--- src/rtl/hkm_pkg.sv ---
`timescale 1ns / 1ps
// ----------------------------------------------------------------------------
// hkm_pkg - shared types and constants for the HID key matrix emulator
// Transaction kinds, matrix positions, modifier masks and the fixed
// HID usage code to matrix position table.
// ----------------------------------------------------------------------------
package hkm_pkg;

  // Default sizes
  localparam int MATRIX_ROWS_DEF = 10;
  localparam int ALTGR_SLOTS_DEF = 8;

  // Field widths
  localparam int KEYCODE_W = 8;
  localparam int MODS_W    = 8;
  localparam int ROW_SEL_W = 4;
  localparam int COL_W     = 3;
  localparam int DATA_W    = 8;

  // Transaction kinds
  typedef enum logic [1:0] {
    KIND_KEY   = 2'd0,
    KIND_MOD   = 2'd1,
    KIND_READ  = 2'd2,
    KIND_CLEAR = 2'd3
  } kind_t;

  // Matrix positions driven by modifiers
  localparam logic [ROW_SEL_W-1:0] SHIFT_ROW    = 4'd6;
  localparam logic [COL_W-1:0]     SHIFT_COL    = 3'd3;
  localparam logic [ROW_SEL_W-1:0] CTRL_ALT_ROW = 4'd7;
  localparam logic [COL_W-1:0]     CTRL_COL     = 3'd4;
  localparam logic [COL_W-1:0]     ALT_COL      = 3'd0;

  // Modifier byte decoding
  localparam logic [MODS_W-1:0] MOD_ALTGR_ONLY = 8'h40;
  localparam logic [MODS_W-1:0] MOD_SHIFT_MASK = 8'h22;
  localparam logic [MODS_W-1:0] MOD_CTRL_MASK  = 8'h11;
  localparam int                MOD_LALT_BIT   = 2;
  localparam int                MOD_RALT_BIT   = 6;

  // Idle row value (active low, no key down)
  localparam logic [DATA_W-1:0] ROW_IDLE = 8'hff;

  // One table entry: normal position plus optional AltGr position
  typedef struct packed {
    logic                 hit;
    logic [ROW_SEL_W-1:0] row;
    logic [COL_W-1:0]     col;
    logic                 has_alt;
    logic [ROW_SEL_W-1:0] arow;
    logic [COL_W-1:0]     acol;
    logic                 ashift;
  } keymap_t;

  function automatic keymap_t km_entry(input int row, input int col, input int has_alt,
                                       input int arow, input int acol, input int ashift);
    keymap_t e;
    e.hit     = 1'b1;
    e.row     = ROW_SEL_W'(row);
    e.col     = COL_W'(col);
    e.has_alt = (has_alt != 0);
    e.arow    = ROW_SEL_W'(arow);
    e.acol    = COL_W'(acol);
    e.ashift  = (ashift != 0);
    return e;
  endfunction

  // HID usage code to matrix position
  function automatic keymap_t keymap_lookup(input logic [KEYCODE_W-1:0] code);
    keymap_t e;
    e = '0;
    case (code)
      8'd80:  e = km_entry(8, 6, 0, 0, 0, 0);
      8'd82:  e = km_entry(8, 1, 0, 0, 0, 0);
      8'd79:  e = km_entry(8, 5, 0, 0, 0, 0);
      8'd81:  e = km_entry(8, 2, 0, 0, 0, 0);
      8'd40:  e = km_entry(5, 4, 0, 0, 0, 0);
      8'd44:  e = km_entry(7, 5, 0, 0, 0, 0);
      8'd41:  e = km_entry(7, 3, 0, 0, 0, 0);
      8'd42:  e = km_entry(5, 0, 0, 0, 0, 0);
      8'd73:  e = km_entry(8, 0, 0, 0, 0, 0);
      8'd57:  e = km_entry(6, 5, 0, 0, 0, 0);
      8'd54:  e = km_entry(7, 1, 1, 2, 3, 0);
      8'd55:  e = km_entry(7, 2, 0, 0, 0, 0);
      8'd53:  e = km_entry(0, 3, 0, 0, 0, 0);
      8'd30:  e = km_entry(0, 6, 1, 1, 0, 1);
      8'd31:  e = km_entry(0, 2, 0, 0, 0, 0);
      8'd32:  e = km_entry(0, 1, 1, 1, 0, 0);
      8'd33:  e = km_entry(0, 7, 0, 0, 0, 0);
      8'd34:  e = km_entry(0, 0, 0, 0, 0, 0);
      8'd35:  e = km_entry(0, 4, 0, 0, 0, 0);
      8'd36:  e = km_entry(1, 7, 0, 0, 0, 0);
      8'd37:  e = km_entry(1, 1, 0, 0, 0, 0);
      8'd38:  e = km_entry(1, 2, 0, 0, 0, 0);
      8'd4:   e = km_entry(4, 6, 0, 0, 0, 0);
      8'd5:   e = km_entry(6, 0, 1, 3, 4, 1);
      8'd6:   e = km_entry(6, 1, 1, 0, 3, 1);
      8'd7:   e = km_entry(4, 1, 0, 0, 0, 0);
      8'd8:   e = km_entry(2, 1, 0, 0, 0, 0);
      8'd9:   e = km_entry(4, 7, 1, 3, 4, 0);
      8'd10:  e = km_entry(4, 0, 1, 3, 0, 0);
      8'd11:  e = km_entry(4, 4, 0, 0, 0, 0);
      8'd12:  e = km_entry(3, 1, 0, 0, 0, 0);
      8'd13:  e = km_entry(5, 7, 0, 0, 0, 0);
      8'd14:  e = km_entry(5, 1, 0, 0, 0, 0);
      8'd15:  e = km_entry(5, 2, 0, 0, 0, 0);
      8'd16:  e = km_entry(7, 7, 0, 0, 0, 0);
      8'd17:  e = km_entry(6, 4, 1, 3, 0, 1);
      8'd18:  e = km_entry(3, 2, 0, 0, 0, 0);
      8'd19:  e = km_entry(3, 6, 0, 0, 0, 0);
      8'd20:  e = km_entry(2, 6, 1, 4, 3, 0);
      8'd21:  e = km_entry(2, 7, 0, 0, 0, 0);
      8'd22:  e = km_entry(4, 2, 0, 0, 0, 0);
      8'd23:  e = km_entry(2, 0, 0, 0, 0, 0);
      8'd24:  e = km_entry(3, 7, 0, 0, 0, 0);
      8'd25:  e = km_entry(6, 7, 1, 2, 5, 0);
      8'd26:  e = km_entry(2, 2, 1, 4, 3, 1);
      8'd27:  e = km_entry(6, 2, 1, 1, 4, 1);
      8'd29:  e = km_entry(6, 6, 1, 4, 5, 1);
      8'd28:  e = km_entry(2, 4, 0, 0, 0, 0);
      8'd56:  e = km_entry(7, 6, 1, 1, 4, 0);
      8'd52:  e = km_entry(5, 3, 0, 0, 0, 0);
      8'd51:  e = km_entry(5, 6, 1, 2, 3, 1);
      8'd100: e = km_entry(0, 5, 1, 4, 5, 0);
      8'd46:  e = km_entry(1, 5, 0, 0, 0, 0);
      8'd39:  e = km_entry(1, 6, 0, 0, 0, 0);
      8'd47:  e = km_entry(3, 3, 0, 0, 0, 0);
      8'd45:  e = km_entry(1, 3, 0, 0, 0, 0);
      8'd50:  e = km_entry(5, 5, 0, 0, 0, 0);
      8'd48:  e = km_entry(3, 5, 0, 0, 0, 0);
      default: e = '0;
    endcase
    return e;
  endfunction

endpackage

--- src/rtl/hid_key_to_matrix_emulator.sv ---
`timescale 1ns / 1ps
// ----------------------------------------------------------------------------
// hid_key_to_matrix_emulator - HID key events to active-low key matrix
// Keeps the key matrix, the AltGr key log and the modifier state, and
// returns the selected row's column byte for every transaction.
// ----------------------------------------------------------------------------
//  channel | signals                                        | direction
//  --------+------------------------------------------------+----------
//  input   | in_valid/in_ready, kind, key_code, mod_bits,   | in
//          | key_down, row_select                           |
//  result  | out_valid/out_ready, column_data               | out
//
//  One transaction per cycle sustained while out_ready is high; an accepted
//  transaction loads the input register, then the result register (out_valid).
//  The table lookup, AltGr log update and matrix update are one pass of
//  logic between those two registers; state commits when the result loads.
//  Reset (rst_n low, synchronous) sets every row to 0xff and empties the log.
//  A stalled result holds both stages; the input stage still takes a
//  transaction while it is empty.
// ----------------------------------------------------------------------------
module hid_key_to_matrix_emulator #(
  parameter int MATRIX_ROWS = hkm_pkg::MATRIX_ROWS_DEF,
  parameter int ALTGR_SLOTS = hkm_pkg::ALTGR_SLOTS_DEF
) (
  input  logic                            clk,
  input  logic                            rst_n,
  input  logic                            in_valid,
  output logic                            in_ready,
  input  logic [1:0]                      in_kind,
  input  logic [hkm_pkg::KEYCODE_W-1:0]   in_key_code,
  input  logic [hkm_pkg::MODS_W-1:0]      in_mod_bits,
  input  logic                            in_key_down,
  input  logic [hkm_pkg::ROW_SEL_W-1:0]   in_row_select,
  output logic                            out_valid,
  input  logic                            out_ready,
  output logic [hkm_pkg::DATA_W-1:0]      out_column_data
);

  localparam int ROW_W = $clog2(MATRIX_ROWS);
  localparam int LIM_W = hkm_pkg::ROW_SEL_W + 1;
  localparam logic [LIM_W-1:0] ROWS_LIM = LIM_W'(MATRIX_ROWS);

  // Input stage
  logic                            s1_valid_r;
  hkm_pkg::kind_t                  kind_r;
  logic [hkm_pkg::KEYCODE_W-1:0]   keycode_r;
  logic [hkm_pkg::MODS_W-1:0]      mods_r;
  logic                            pressed_r;
  logic [hkm_pkg::ROW_SEL_W-1:0]   row_sel_r;

  // Result stage
  logic                            out_valid_r;
  logic [hkm_pkg::DATA_W-1:0]      out_data_r;
  logic [hkm_pkg::DATA_W-1:0]      out_data_nxt;

  // Block state
  logic [hkm_pkg::DATA_W-1:0]      mtx_r      [MATRIX_ROWS];
  logic [hkm_pkg::DATA_W-1:0]      mtx_nxt    [MATRIX_ROWS];
  logic [ALTGR_SLOTS-1:0]          slot_valid_r;
  logic [ALTGR_SLOTS-1:0]          slot_valid_nxt;
  logic [hkm_pkg::ROW_SEL_W-1:0]   slot_row_r [ALTGR_SLOTS];
  logic [hkm_pkg::ROW_SEL_W-1:0]   slot_row_nxt [ALTGR_SLOTS];
  logic [hkm_pkg::COL_W-1:0]       slot_col_r [ALTGR_SLOTS];
  logic [hkm_pkg::COL_W-1:0]       slot_col_nxt [ALTGR_SLOTS];
  logic [ALTGR_SLOTS-1:0]          slot_shift_r;
  logic [ALTGR_SLOTS-1:0]          slot_shift_nxt;
  logic                            phys_shift_r;
  logic                            phys_shift_nxt;
  logic                            altgr_held_r;
  logic                            altgr_held_nxt;

  // Update pass temporaries
  hkm_pkg::keymap_t                km;
  logic                            use_alt;
  logic [hkm_pkg::ROW_SEL_W-1:0]   key_row;
  logic [hkm_pkg::COL_W-1:0]       key_col;
  logic                            slot_found;

  logic advance;

  // Handshake: the pass runs when the result register is free or draining
  assign advance   = s1_valid_r && (!out_valid_r || out_ready);
  assign in_ready  = !s1_valid_r || advance;
  assign out_valid = out_valid_r;
  assign out_column_data = out_data_r;

  // Input register
  always_ff @(posedge clk) begin
    if (!rst_n) begin
      s1_valid_r <= 1'b0;
    end else if (in_valid && in_ready) begin
      s1_valid_r <= 1'b1;
    end else if (advance) begin
      s1_valid_r <= 1'b0;
    end
  end

  always_ff @(posedge clk) begin
    if (in_valid && in_ready) begin
      kind_r    <= hkm_pkg::kind_t'(in_kind);
      keycode_r <= in_key_code;
      mods_r    <= in_mod_bits;
      pressed_r <= in_key_down;
      row_sel_r <= in_row_select;
    end
  end

  // Update pass: table lookup, AltGr log, matrix, read-back
  always_comb begin
    mtx_nxt        = mtx_r;
    slot_valid_nxt = slot_valid_r;
    slot_row_nxt   = slot_row_r;
    slot_col_nxt   = slot_col_r;
    slot_shift_nxt = slot_shift_r;
    phys_shift_nxt = phys_shift_r;
    altgr_held_nxt = altgr_held_r;
    slot_found     = 1'b0;

    km      = hkm_pkg::keymap_lookup(keycode_r);
    use_alt = km.has_alt && (mods_r == hkm_pkg::MOD_ALTGR_ONLY);
    key_row = use_alt ? km.arow : km.row;
    key_col = use_alt ? km.acol : km.col;

    case (kind_r)
      hkm_pkg::KIND_KEY: begin
        if (km.hit) begin
          if (use_alt) begin
            if (pressed_r) begin
              // log into first free slot; dropped if full
              for (int i = 0; i < ALTGR_SLOTS; i++) begin
                if (!slot_found && !slot_valid_nxt[i]) begin
                  slot_valid_nxt[i] = 1'b1;
                  slot_row_nxt[i]   = km.arow;
                  slot_col_nxt[i]   = km.acol;
                  slot_shift_nxt[i] = km.ashift;
                  slot_found        = 1'b1;
                end
              end
            end else begin
              // drop every matching entry
              for (int i = 0; i < ALTGR_SLOTS; i++) begin
                if (slot_valid_r[i] && slot_row_r[i] == km.arow &&
                    slot_col_r[i] == km.acol && slot_shift_r[i] == km.ashift) begin
                  slot_valid_nxt[i] = 1'b0;
                end
              end
            end
          end
          if ({1'b0, key_row} < ROWS_LIM) begin
            mtx_nxt[key_row[ROW_W-1:0]][key_col] = !pressed_r;
          end
        end
        mtx_nxt[hkm_pkg::SHIFT_ROW[ROW_W-1:0]][hkm_pkg::SHIFT_COL] =
          !(phys_shift_nxt || |(slot_valid_nxt & slot_shift_nxt));
      end

      hkm_pkg::KIND_MOD: begin
        phys_shift_nxt = |(mods_r & hkm_pkg::MOD_SHIFT_MASK);
        mtx_nxt[hkm_pkg::SHIFT_ROW[ROW_W-1:0]][hkm_pkg::SHIFT_COL] =
          !(phys_shift_nxt || |(slot_valid_r & slot_shift_r));
        mtx_nxt[hkm_pkg::CTRL_ALT_ROW[ROW_W-1:0]][hkm_pkg::CTRL_COL] =
          !(|(mods_r & hkm_pkg::MOD_CTRL_MASK));
        mtx_nxt[hkm_pkg::CTRL_ALT_ROW[ROW_W-1:0]][hkm_pkg::ALT_COL] =
          !mods_r[hkm_pkg::MOD_LALT_BIT];
        if (mods_r[hkm_pkg::MOD_RALT_BIT]) begin
          altgr_held_nxt = 1'b1;
        end else if (altgr_held_r) begin
          // AltGr let go: release every logged key and empty the log
          for (int i = 0; i < ALTGR_SLOTS; i++) begin
            if (slot_valid_r[i] && ({1'b0, slot_row_r[i]} < ROWS_LIM)) begin
              mtx_nxt[slot_row_r[i][ROW_W-1:0]][slot_col_r[i]] = 1'b1;
            end
          end
          slot_valid_nxt = '0;
          mtx_nxt[hkm_pkg::SHIFT_ROW[ROW_W-1:0]][hkm_pkg::SHIFT_COL] = !phys_shift_nxt;
          altgr_held_nxt = 1'b0;
        end
      end

      hkm_pkg::KIND_CLEAR: begin
        for (int r = 0; r < MATRIX_ROWS; r++) begin
          mtx_nxt[r] = hkm_pkg::ROW_IDLE;
        end
        slot_valid_nxt = '0;
        phys_shift_nxt = 1'b0;
      end

      default: begin
        // read only: no state change
      end
    endcase

    out_data_nxt = ({1'b0, row_sel_r} < ROWS_LIM) ?
                   mtx_nxt[row_sel_r[ROW_W-1:0]] : hkm_pkg::ROW_IDLE;
  end

  // State commit
  always_ff @(posedge clk) begin
    if (!rst_n) begin
      for (int r = 0; r < MATRIX_ROWS; r++) begin
        mtx_r[r] <= hkm_pkg::ROW_IDLE;
      end
      slot_valid_r <= '0;
      phys_shift_r <= 1'b0;
      altgr_held_r <= 1'b0;
    end else if (advance) begin
      mtx_r        <= mtx_nxt;
      slot_valid_r <= slot_valid_nxt;
      phys_shift_r <= phys_shift_nxt;
      altgr_held_r <= altgr_held_nxt;
    end
  end

  always_ff @(posedge clk) begin
    if (advance) begin
      slot_row_r   <= slot_row_nxt;
      slot_col_r   <= slot_col_nxt;
      slot_shift_r <= slot_shift_nxt;
    end
  end

  // Result register
  always_ff @(posedge clk) begin
    if (!rst_n) begin
      out_valid_r <= 1'b0;
    end else if (advance) begin
      out_valid_r <= 1'b1;
    end else if (out_ready) begin
      out_valid_r <= 1'b0;
    end
  end

  always_ff @(posedge clk) begin
    if (advance) begin
      out_data_r <= out_data_nxt;
    end
  end

  // Checks
  a_clear_empties_log: assert property (@(posedge clk) disable iff (!rst_n)
    advance && kind_r == hkm_pkg::KIND_CLEAR |=> slot_valid_r == '0)
    else $error("log not empty after clear");

  a_shift_bit_consistent: assert property (@(posedge clk) disable iff (!rst_n)
    mtx_r[hkm_pkg::SHIFT_ROW[ROW_W-1:0]][hkm_pkg::SHIFT_COL] ==
      !(phys_shift_r || |(slot_valid_r & slot_shift_r)))
    else $error("shift bit out of step with shift sources");

  a_held_falls_on_mod: assert property (@(posedge clk) disable iff (!rst_n)
    $past(rst_n) && $fell(altgr_held_r) |-> $past(advance && kind_r == hkm_pkg::KIND_MOD))
    else $error("AltGr hold cleared without a modifier update");

  a_ready_when_drained: assert property (@(posedge clk) disable iff (!rst_n)
    !out_valid_r |-> in_ready)
    else $error("input stalled with empty result register");

endmodule

--- config.mk ---
export PLATFORM = sky130hd
export DESIGN_NAME = hid_key_to_matrix_emulator
export DESIGN_NICKNAME = d
export VERILOG_FILES = /design/src/rtl/hkm_pkg.sv /design/src/rtl/hid_key_to_matrix_emulator.sv
export SDC_FILE = /design/constraint.sdc
export NUM_CORES = 1
export LEC_CHECK = 0
export BUFFER_PORTS_ARGS = -buffer_cell sky130_fd_sc_hd__buf_2
export CORE_MARGIN = 2
export CORE_UTILIZATION = 40
export CTS_CLUSTER_DIAMETER = 60
export DETAILED_ROUTE_END_ITERATION = 10
export MAX_ROUTING_LAYER = met4
export PLACE_DENSITY = 0.65
export SYNTH_ARGS = -nofsm -noshare
export SYNTH_HDL_FRONTEND = slang
export SYNTH_SLANG_ARGS = --single-unit
export TNS_END_PERCENT = 5
--- constraint.sdc ---
create_clock -name clk -period 3.8 [get_ports clk]
set_clock_uncertainty 0.05 [all_clocks]
set_input_delay 0 -clock clk [delete_from_list [all_inputs] [get_ports clk]]
set_output_delay 0 -clock clk [all_outputs]
set_load 0.01 [all_outputs]
# After elaboration in Yosys (flattened, before gate mapping)
# Memories as Yosys holds them, arrays and structs flattened. A register that Yosys moved wholly into a read port is not among the register bits.
# Index checks and enable logic that the tools add are counted.
[op_classes] order_cmp=47 n_eq_ne=29 muxes=153 bitwise=21 reduce_logical=107
[op_table] op="80-bit 2-to-1 mux" n=33
[op_table] op="80-bit bitwise OR" n=8
[op_table] op="8-bit demux with 4-bit select" n=9
[op_table] op="80-bit one-hot mux with 3 select lines" n=1
[op_table] op="8-bit 2-to-1 mux" n=21
[op_table] op="80-bit bitwise mux" n=1
[op_table] op="1-bit 2-to-1 mux" n=72
[op_table] op="1-bit logical AND" n=60
[op_table] op="5-bit greater-or-equal comparator (second input constant)" n=10
[op_table] op="4-bit NOT with 5-bit output" n=10
[op_table] op="6-bit AND reduction" n=8
[op_table] op="5-bit by 1-bit < comparator with 1-bit output (second input constant)" n=9
[op_table] op="4-bit < comparator (second input constant)" n=10
[op_table] op="3-bit by 4-bit < comparator with 1-bit output (second input constant)" n=9
[op_table] op="8-bit binary-select mux with 4-bit select" n=1
[op_table] op="4-bit == test" n=8
[op_table] op="1-bit demux with 3-bit select" n=9
[op_table] op="3-bit by 1-bit greater-or-equal comparator with 1-bit output (second input constant)" n=9
[op_table] op="3-bit == test" n=8
[op_table] op="8-bit one-hot mux with 3 select lines" n=1
[op_table] op="1-bit zero test" n=22
[op_table] op="17-bit 2-to-1 mux" n=1
[op_table] op="8-bit AND" n=2
[op_table] op="8-bit OR reduction" n=2
[op_table] op="other kinds (17)" n=33
[totals] ff_bits=187 romBits=2048 input_bits=27 output_inout_bits=10 memories=1
[memory_table] memory="(name not given)" words=128 width=16 rd=1 rd_ports_with_merged_regs=1 wr=0 line="hkm_pkg.sv:73" source="case (code)"

# Depth between registers and ports, before layout
[logic_depth] ltp_word=62 mapped_depth=13 ltp_nobuf=11

# Least setup slack after synthesis
# OpenSTA, ideal clock, no wires.
[synth_path] kind="reg-to-reg" startpoint="register mods_r[2] (netlist name)" endpoint="register out_data_r, in the netlist out_column_data[7], data pin" setup_ns=0.267 arrival_time_ns=2.964 required_ns=3.483 slack_ns=0.519 stages_incl_launch_ff=12 path_buffers=2 synth_period_minus_slack_ns=3.281 cell_sequence="edfxtp_1 or4b_4 buf_6 nor4_4 buf_6 mux2_2 nor2_1 nand2_1 mux2i_1 o221ai_1 a311oi_1 a31oi_1"
[synth_between] elab_chain_len=16 word_cells_on_any_way=23 classes_between="5 x order compare; 1 x eq/ne; 13 x mux; 1 x bitwise; 3 x reduce/logical"
[synth_rtl] item="from (decl)" line="hid_key_to_matrix_emulator.sv:47" source="logic [hkm_pkg::MODS_W-1:0] mods_r;"
[synth_rtl] item="from (signal assigned)" line="hid_key_to_matrix_emulator.sv:102" source="mods_r <= in_mod_bits;"
[synth_rtl] item="8-bit by 7-bit == test with 1-bit output *" line="hid_key_to_matrix_emulator.sv:120" source="use_alt = km.has_alt && (mods_r == hkm_pkg::MOD_ALTGR_ONLY);"
[synth_rtl] item="1-bit logical AND *" line="hid_key_to_matrix_emulator.sv:120"
[synth_rtl] item="3-bit 2-to-1 mux" line="hid_key_to_matrix_emulator.sv:122" source="key_col = use_alt ? km.acol : km.col;"
[synth_rtl] item="3-bit by 4-bit < comparator with 1-bit output (not written as such) / 3-bit by 1-bit greater-or-equal comparator with 1-bit output (equally long branches)" line="hid_key_to_matrix_emulator.sv:150" source="mtx_nxt[key_row[ROW_W-1:0]][key_col] = !pressed_r;"
[synth_rtl] item="1-bit logical AND (not written as such)" line="hid_key_to_matrix_emulator.sv:150"
[synth_rtl] item="1-bit 2-to-1 mux (not written as such)" line="hid_key_to_matrix_emulator.sv:150"
[synth_rtl] item="1-bit demux with 3-bit select" line="hid_key_to_matrix_emulator.sv:150"
[synth_rtl] item="8-bit 2-to-1 mux (not written as such)" line="hid_key_to_matrix_emulator.sv:150"
[synth_rtl] item="8-bit demux with 4-bit select" line="hid_key_to_matrix_emulator.sv:150"
[synth_rtl] item="80-bit bitwise mux" line="hid_key_to_matrix_emulator.sv:150"
[synth_rtl] item="80-bit 2-to-1 mux *" line="hid_key_to_matrix_emulator.sv:149" source="if ({1'b0, key_row} < ROWS_LIM) begin"
[synth_rtl] item="80-bit 2-to-1 mux *" line="hid_key_to_matrix_emulator.sv:126" source="if (km.hit) begin"
[synth_rtl] item="80-bit one-hot mux with 3 select lines *" line="hid_key_to_matrix_emulator.sv:124" source="case (kind_r)"
[synth_rtl] item="8-bit binary-select mux with 4-bit select *" line="hid_key_to_matrix_emulator.sv:194" source="mtx_nxt[row_sel_r[ROW_W-1:0]] : hkm_pkg::ROW_IDLE;"
[synth_rtl] item="8-bit 2-to-1 mux (not written as such) * (2 in a row)" line="hid_key_to_matrix_emulator.sv:194"
[synth_rtl] item="to (signal assigned)" line="hid_key_to_matrix_emulator.sv:235" source="out_data_r <= out_data_nxt;"
[synth_rtl] item="to (decl)" line="hid_key_to_matrix_emulator.sv:53" source="logic [hkm_pkg::DATA_W-1:0] out_data_r;"
# Mark *: on every way between the ends. The rest lies on a longest branch, timed or not. The select of a mux whose other input is x is not followed.
# A chain may end at the register's enable or synchronous reset.

# Final worst setup path
# Same ends and word-level chain as after synthesis.

==> metrics.txt <==
status=finished, final reports clean; max_slew headroom=approximately 17%; Seq/Total Area, Yosys=between 20% and 30%; DRC Markers=0; Final WS setup=0.139 ns; Sink Count=a little under 200; final-report setup violation count=0; Gate Count Post-Synth=approximately 2,300; Final Instance Area=about 20,000 µm²; Hold WC Path Type=in -> reg; M3 GR Usage=10.4%; Hold Fails Final Rpt=0; CTS Buf Count=17; fraction of registers with async set/reset=0%; Clock Latency Late Sink=~0.5 ns; RePlAce Congestion=around 1.1; Cell Area, Placed=19,000 µm²; max cap viols=0; FMAX=about 270 MHz; Leak=between 6 and 7 nW; dominant cell type by area after synthesis=edfxtp_1; initial antenna violation count=2; multi-input logic area=11,400 µm²; first-pass GRT wire length=~140 mm; fin crit period=3.66 ns; number of global-route vias before repair=19,800; WP data arrival=between 3 and 4 ns; antenna violation net count after detailed routing=0; Synth Flop Type=dfxtp_1; pin count of the biggest net entering global routing=68; Min Hold Slack=0.152 ns; crit-path max cell delay=0.64 ns; Syn Area/Cell=approximately 7.5 µm²; setup_tns=0 ns; min-delay src=in_mod_bits[5]; final slew viol count=0; Post-synth EDFFs=87; number of non-filler instances in the completed layout=a little under 3,000; synth unique cells=between 80 and 90; CORE AREA=42,200 µm²; global route overflow=0; I/O pin cnt=37; TritonCTS clock tree=done; pwr dens=roughly 270 nW/µm²; Pwr Total=roughly 5.4 mW; IO Port Bufs=36; RSZ-0062 raised after global routing=false; warnings from Yosys=0; crit end category=flip-flop; CP Cell Sequence=or4b_4, nor4_4, buf_12, mux2i_1, nor2_1, nand2_1, mux2i_1, o221ai_1, a311oi_1, a31oi_1; met2 usage=62.8%; vias post-DR=between 20,000 and 25,000; Post-Syn Area=about 17,000 µm²; Crit Path Class=reg -> reg; Initial Util=between 40% and 50%; Synth Register Bits=just under 200; RR Endpoint=out_column_data[7]; syn_nets=between 2,000 and 2,500; Sequential Area=roughly 4800 µm²; final WL=between 90 and 100 mm; Inst Count DP=2,876; Synth-to-Final Area Change=16.1%; Hold Crit Depth=2; Final Util=a little under half; CP dominant cell by count=mux2i_1; # rows=75; Nets=~2,400; dpl ws=between 0.06 and 0.07 ns; worst vdd ir=348 µV; startpoint types=flip-flop; gr usage total=43.2%; Register-to-Register Path Depth=10; DP HPWL=72.2 mm; Chip Height=211 µm; H-tree depth=4; initial DRC count=between 3,000 and 4,000; die footprint=between 40,000 and 50,000 µm²; Worst-Margin Slew=~1.2 ns; reg2reg setup slack=between 0.1 and 0.15 ns; met1 Track Usage GR=between 50% and 60%; fillers=4,299; Slowest-stage cell, CP=or4b_4; Data required, critical path=3.98 ns; top area cells in the synthesized netlist=edfxtp_1 (15%), dfxtp_1 (13%), o22ai_1 (7.7%); layout cell share with drive strength beyond 1=16.9%; RR Startpoint=mods_r[2]; Post-CTS Setup Inserts=0; Max clock buf depth=2; Final period util=between 90% and 100%; most crowded layer after global routing=met2; first-pass iteration count of the detailed router=6; Worst-path clk slew=around 0.09 ns; worst-path fanout max=14; Avg WL per Cell=about 32 µm; top cell type's share of synthesized area=~15%; Hold Path End=mods_r[5]; clock root buffer=clkbuf_16; die width=roughly 210 µm; drt via density=~7.3
==> Yosys cell counts (all sizes together) (16+ instances only) <==
master   instances
nand3b          24
inv             36
o22ai          213
nor3            87
o31ai           28
nor4            39
clkbuf         225
dfxtp          108
o32ai           42
nor4bb          24
o211ai          50
a21oi           95
mux2            23
or3b            21
xnor2           30
o21ai          125
nand3           64
nand4bb         22
or3             21
a31oi           47
a311oi          16
buf             29
nand4b          26
o221ai          18
edfxtp          87
nand2          190
nor2b           30
nand4           38
a211oi          16
mux2i           20
nand2b          31
nor2           242
==> critical path: cells and delay by family (launching register included) <==
kind,cells,cell delay [ns]
and+or+nand+nor,4,1.26
muxes,2,0.67
buffers and inverters,1,0.19
AOI/OAI and AO/OA,3,0.77
DFF,1,0.44
==> layout make-up <==
cell class | count | share of cell area [%]
antenna | 2 | 0.0251
clock buffer | 17 | 2.13
clock inverter | 15 | 0.934
inverter | 39 | 0.733
multi-input combinational | 1817 | 56.9
sequential | 195 | 23.9
tap | 539 | 3.38
timing repair buffer | 313 | 12.0
==> what timing repair did <==
| item | in CTS | in global routing |
|---|---|---|
| hold endpoints to repair | 32 | 0 |
| setup endpoints to repair | 1 | 3 |
| gates cloned | 0 | 0 |
| resized for setup | 1 | 4 |
| hold buffers | 27 | 0 |
==> power by group <==
| group | total [mW] | leakage, nW | switching [mW] | internal [mW] |
|---|---|---|---|---|
| Sequential | 2.36 | 1.77 | 0.0959 | 2.26 |
| Combinational | 1.06 | 4.48 | 0.701 | 0.362 |
| Clock | 1.95 | 0.299 | 1.04 | 0.908 |
==> registers in the layout, summed over array words and instances, names as in the netlist, 2 cells and up, named ones only <==
register,flops
keycode_r,8
kind_r,2
mods_r,8
mtx_r,80
out_column_data,8
row_sel_r,4
slot_col_r,24
slot_row_r,24
slot_shift_r,8
slot_valid_r,8
==> routing by layer <==
metal | wire (µm) | part of all wire, %
met4 | 6110 | 6.4
met2 | 40500 | 42
met1 | 37500 | 39
met3 | 11400 | 12
met5 | 0 | 0
==> placed cells by master (no fill, tap or decap), types with 31 or more instances in the layout <==
cell / instances
nor3_1: 84
edfxtp_1: 87
nand2b_1: 31
o21ai_0: 124
o22ai_1: 212
nor2_1: 242
o32ai_1: 42
nand4_1: 38
a21oi_1: 95
nand2_1: 189
a31oi_1: 47
buf_2: 36
buf_4: 244
dfxtp_1: 108
nand3_1: 64
inv_1: 36
o211ai_1: 50
nor4_1: 36
==> worst max path at each step <==
stage | depth (start not counted) | startpoint | end
global route | 11 | mods_r[2] | out_column_data[7]
CTS | 10 | mods_r[2] | out_column_data[7]
floorplan | 11 | mods_r[2] | out_column_data[7]
global placement | 10 | mods_r[2] | out_column_data[7]
detailed placement | 9 | mods_r[2] | out_column_data[7]
finish | 10 | mods_r[2] | out_column_data[7]
==> kinds of logic (layout without fill, tap and decap cells) <==
group	count (synthesis)	count (layout)	share of synthesized area, %
DFF	195	195	27.8
buffers and inverters	293	384	6.55
AOI/OAI and AO/OA	794	794	31.2
muxes	43	43	2.67
and+or+nand+nor	942	942	29.8
adders and majority gates	7	7	0.509
xor gates and xnor gates	31	31	1.58
other	0	2	0
Power figures use the tool's default switching activity.
